===== config.mk =====
export PLATFORM = sky130hd
export DESIGN_NAME = gbm_ram
export DESIGN_NICKNAME = d
export VERILOG_FILES = /design/src/rtl/gbm_ram.sv
export SDC_FILE = /design/constraint.sdc
export NUM_CORES = 2
export LEC_CHECK = 0
export BUFFER_PORTS_ARGS = -buffer_cell sky130_fd_sc_hd__buf_2
export CAP_MARGIN = 20
export CELL_PAD_IN_SITES_DETAIL_PLACEMENT = 1
export CELL_PAD_IN_SITES_GLOBAL_PLACEMENT = 1
export CORE_UTILIZATION = 25
export CTS_BUF_LIST = sky130_fd_sc_hd__clkbuf_4
export DETAILED_ROUTE_END_ITERATION = 7
export HOLD_SLACK_MARGIN = 0.1
export PLACE_DENSITY_LB_ADDON = 0.08
export RECOVER_POWER = 100
export SYNTH_ARGS = -nofsm -noshare
export SYNTH_HDL_FRONTEND = slang
export SYNTH_SLANG_ARGS = --single-unit

===== constraint.sdc =====
create_clock -name i_clk -period 7.95 [get_ports i_clk]
set_input_delay 1.59 -clock i_clk [delete_from_list [all_inputs] [get_ports i_clk]]
set_output_delay 1.59 -clock i_clk [all_outputs]
set_load 0.02 [all_outputs]

===== src/rtl/gbm_ram.sv =====
// Generic single-write, dual-read RAM with registered read data.
module gbm_ram #(
    parameter int WIDTH = 8,
    parameter int DEPTH = 256,
    localparam int AW   = $clog2(DEPTH)
) (
    input  logic             i_clk,
    input  logic             i_we,
    input  logic [AW-1:0]    i_waddr,
    input  logic [WIDTH-1:0] i_wdata,
    input  logic [AW-1:0]    i_raddr_a,
    output logic [WIDTH-1:0] o_rdata_a,
    input  logic [AW-1:0]    i_raddr_b,
    output logic [WIDTH-1:0] o_rdata_b
);

    logic [WIDTH-1:0] r_mem [DEPTH];
    logic [WIDTH-1:0] r_rdata_a;
    logic [WIDTH-1:0] r_rdata_b;

    // Write one entry, read two; a read at the written address returns old data
    always_ff @(posedge i_clk) begin
        if (i_we) begin
            r_mem[i_waddr] <= i_wdata;
        end
        r_rdata_a <= r_mem[i_raddr_a];
        r_rdata_b <= r_mem[i_raddr_b];
    end

    assign o_rdata_a = r_rdata_a;
    assign o_rdata_b = r_rdata_b;

endmodule


# --- Yosys cells after proc, flatten, opt, wreduce, memory -nomap -nowiden ---
# Memories as Yosys holds them, arrays and structs flattened. A register that Yosys moved wholly into a read port is not among the register bits.
# Cells that the tools add are included.
classes:
  muxes: 2
op_table:
  columns: ["cell", "count"]
  rows:
  - ["$mux W1", 2]
word_totals:
  ramBits: 2048
  reg_bits: 0
  wordCells: 3
  in_bits: 34
  n_memories: 1
mem_list:
  columns: ["memory", "depth", "word_bits", "read_ports", "rd_clocked_by_memory_dff", "write_ports", "line_no", "rtl"]
  rows:
  - ["r_mem", 256, 8, 2, 2, 1, "17", "logic [WIDTH-1:0] r_mem [DEPTH];"]

# --- Longest topological paths before layout ---
logic_depth:
  ltp_word: 2
  mapped_depth: 12
  depth_no_buf: 6

# --- Worst setup path before layout ---
# OpenSTA, ideal clock, no wires.
synth_path:
  path_type: "input to register"
  from: "input port i_raddr_b[0]"
  to: "register r_rdata_b[0], in the netlist o_rdata_b[0], read port of r_mem"
  slack_ns: 4.319
  arrival_time_ns: 3.491
  stages: 9
  n_path_buf: 3
  setup_time_ns: 0.140
  required_time_ns: 7.810
  path_cell_list: "buf_4 buf_6 buf_2 mux4_2 mux4_2 nand2_1 a21oi_1 a21oi_1 a221oi_2"
synth_lines:
  columns: ["item", "line_no", "rtl"]
  rows:
  - ["start, declared", "13", "input logic [AW-1:0] i_raddr_b,"]
  - ["end, declared", "19", "logic [WIDTH-1:0] r_rdata_b;"]

==> impl_metrics.toml <==
[timing]
fin_crit_ns = 6.00
fin_skew_ns = 0.122
slew_headroom_pct = -318
rsz0062_at_grt = "no"
timing.final.max_slew_violations = 1384
hold_ws_ns = 0.619
max_freq_mhz = 167
hold_viol = 0
setup-violations-final = 0
worstMarginPinSlew_ns = 6.26
final.setup.tns_ns = 0
finalCritPeriodShare_pct = 75.4

[floorplan]
start_util_pct = 25.1
die_area_sq_um = 390000
core-area_sq_um = 386000
dieWidth_um = 625
fp.dieH_um = 625
pin_count = 50
rows = 228

[global_route]
grt_max_degree = 169
grt_usage_pct = 20.7
antenna_found_initial = 46
overflow = 0
grt_pass1_vias = 60500
grt_pass1_wl_um = 549000

[place]
dp_cells = 10000
placed_area_sq_um = 104000
place.gp.congestion = 0.780
port_buffers = 49
hpwl_um = 266000

[logic_synthesis]
synthCells = 4847
yosysWarnings = 0
ys.flop_type = "edfxtp_1"
ys_async_sr_fraction_pct = 0
yosysSeqAreaShare_pct = 63.7
synth-edff-count = 2048
yosys.area.top_type = "edfxtp_1"
syn-num-nets = 4881
synthTopCellsByArea = "edfxtp_1, mux4_2, mux2i_1, nor2_1, o221ai_1"
syn-mean-instance-area_sq_um = 20.0
ys_types = 65
ys_ff_latch = 2064
yosysTopAreaCellShare_pct = 63.4
netlist_area_sq_um = 97000

[clocking]
cts_made_buffers = 619
worst_skew_pair.late_latency_ns = 1.58
cts_max_level = 6
cts.sinks = 2064
cts_hold_buf = 0
clk_pin_slew_worst_paths_ns = 0.07
cts_resized = 0
cts_tree = "yes"
root_buffer = "clkbuf_4"
cts_buffer_depth = 4
post_cts_buffers = 0

[setup_path]
rr_worst_depth = 7
r2r-end = "o_rdata_a[4]"
r2r_slack_ns = 4.91
r2r-start = "r_mem[94][4]"
crit_type = "in2reg"
critPathLaunchType = "input port"
cp-end-kind = "register"
worstPathArrival_ns = 7.42
cp.required_ns = 9.37
critical_path.max_fanout = 59

[route]
firstDrtPassIters = 5
via_per_inst = 5.11
initialDrtViolationCount = 4735
drt.antenna.violating_nets = 0
totalWireLength_um = 410000
drt-wirelength-per-cell_um = 37.0
drc = 0
vias = 56800

[run_status]
violations = "capacitance limit, slew limit"
outcome = "finished with violations"

[cells_and_area]
fillCellCount = 39500
stdcell_area_sq_um = 111000
finalNetCount = 5491
fin_cells = 11100
drive_gt1_share_pct = 38.4
area_growth_pct = 14.9

[power]
swShare_pct = 26.3
p_clk_share_pct = 42.4
switching_power_mw = 6.56
p_leak_nw = 34.4
combPwrFrac_pct = 9.1
power_frac_seq_pct = 48.4
irDropWorstVdd_mv = 0.125
powerDensity_nw_per_um2 = 224
internal_power_mw = 18.4
power_mw = 24.9

[worst_hold_path]
holdPathStages = 1
worstHoldStart = "i_wdata[6]"
hold_end = "r_mem[204][6]"
hold_class = "in2reg"

[run]
cap_violations = 39
==> flip-flops by register name, summed over array words and instances, names as in the netlist <==
signal / cells
o_rdata_a: 8
r_mem: 2048
o_rdata_b: 8
==> power groups by stage <==
stage | clock [mW] | combinational, mW | sequential, mW
4_1_cts | 11.0 | 2.34 | 12.1
3_3_place_gp | 0 | 2.32 | 12.3
2_1_floorplan | 0 | 1.19 | 12.3
3_5_place_dp | 0 | 2.33 | 12.3
5_1_grt | 11.4 | 2.38 | 12.1
6_report | 10.6 | 2.28 | 12.1
==> worst max-delay path by stage <==
stage                       startpoint           end  depth (start not counted)  slack (ns)
after detailed placement  i_raddr_a[0]  o_rdata_a[4]                         10        1.87
after global routing      i_raddr_a[0]  o_rdata_a[3]                          9        1.72
after CTS                 o_rdata_a[1]  o_rdata_a[1]                          1        3.49
after floorplan           i_raddr_b[0]  o_rdata_b[0]                          9        4.32
after global placement    i_raddr_a[0]  o_rdata_a[4]                          9        0.95
final                     i_raddr_a[0]  o_rdata_a[4]                         10        1.95
==> cell usage after synthesis, types with 16 or more instances <==
cell type	count
mux2_2	38
buf_8	35
buf_6	44
nor3_1	21
clkbuf_1	137
nand3_1	52
mux2i_1	236
nand2_1	114
dfxtp_1	16
o21ai_0	34
a21oi_1	79
mux4_2	1051
o22ai_1	48
a211oi_1	28
a22oi_1	62
buf_4	42
o221ai_1	65
nor2b_1	27
edfxtp_1	2048
a221oi_1	32
nor2_1	298
a22o_1	22
buf_1	25
buf_2	104
==> layer usage <==
| metal | share of wire (%) | track usage, % | vias to the layer above |
|---|---|---|---|
| met1 | 44 | 27.9 | 31500 |
| li1 | - | - | 22700 |
| met3 | 5.3 | 3.73 | 551 |
| met4 | 2.6 | 5.52 | 12 |
| met2 | 48 | 34.1 | 1955 |
| met5 | 0.020 | 0 | - |
==> cell families after synthesis <==
group                  synth area share [%]
AOI/OAI and AO/OA                      3.54
buffers and inverters                  2.73
DFF                                    63.7
muxes                                  27.3
and+or+nand+nor                        2.70
==> metrics by stage <==
step | setup WS, ns | util, %
final | 1.95 | 28.9
after floorplan | 4.32 | -
after CTS | 3.49 | 29.1
after detailed placement | 1.87 | 27.0
after global placement | 0.950 | 26.9
after global routing | 1.72 | 28.9
==> cell usage in the layout, fill, tap and decap left out, types with 32 or more instances in the layout <==
cell type	count
mux4_2	1051
buf_12	35
o221ai_1	65
clkbuf_1	191
mux2i_1	236
edfxtp_1	2048
o21ai_0	34
a22oi_1	62
clkinv_1	127
nand3_1	48
buf_4	128
nor2_1	294
a221oi_1	32
mux2_2	38
o22ai_1	48
clkbuf_4	886
a21oi_1	78
nand2_1	113
==> area by class of cell <==
type	instances	area [sq um]	area share (%)
diodes	21	52.6	0.0472
inverters	6	27.5	0.0247
flip-flops and latches	2064	61800	55.5
clock buffers	886	6650	5.97
multi-input cells	2382	32600	29.3
repair buffers	384	2670	2.40
well taps	5175	6470	5.81
clock inverters	178	1140	1.03
==> worst max-delay path, cell delays in order <==
cell and delay [ns]:
clkbuf_2 1.98, buf_12 0.34, buf_12 0.41, mux4_2 0.63, a22o_1 0.24, a221oi_1 0.30, buf_4 0.24, o32ai_1 0.23
nor3_1 0.79, nor4_1 0.17
(Power assumes the default switching activity.)
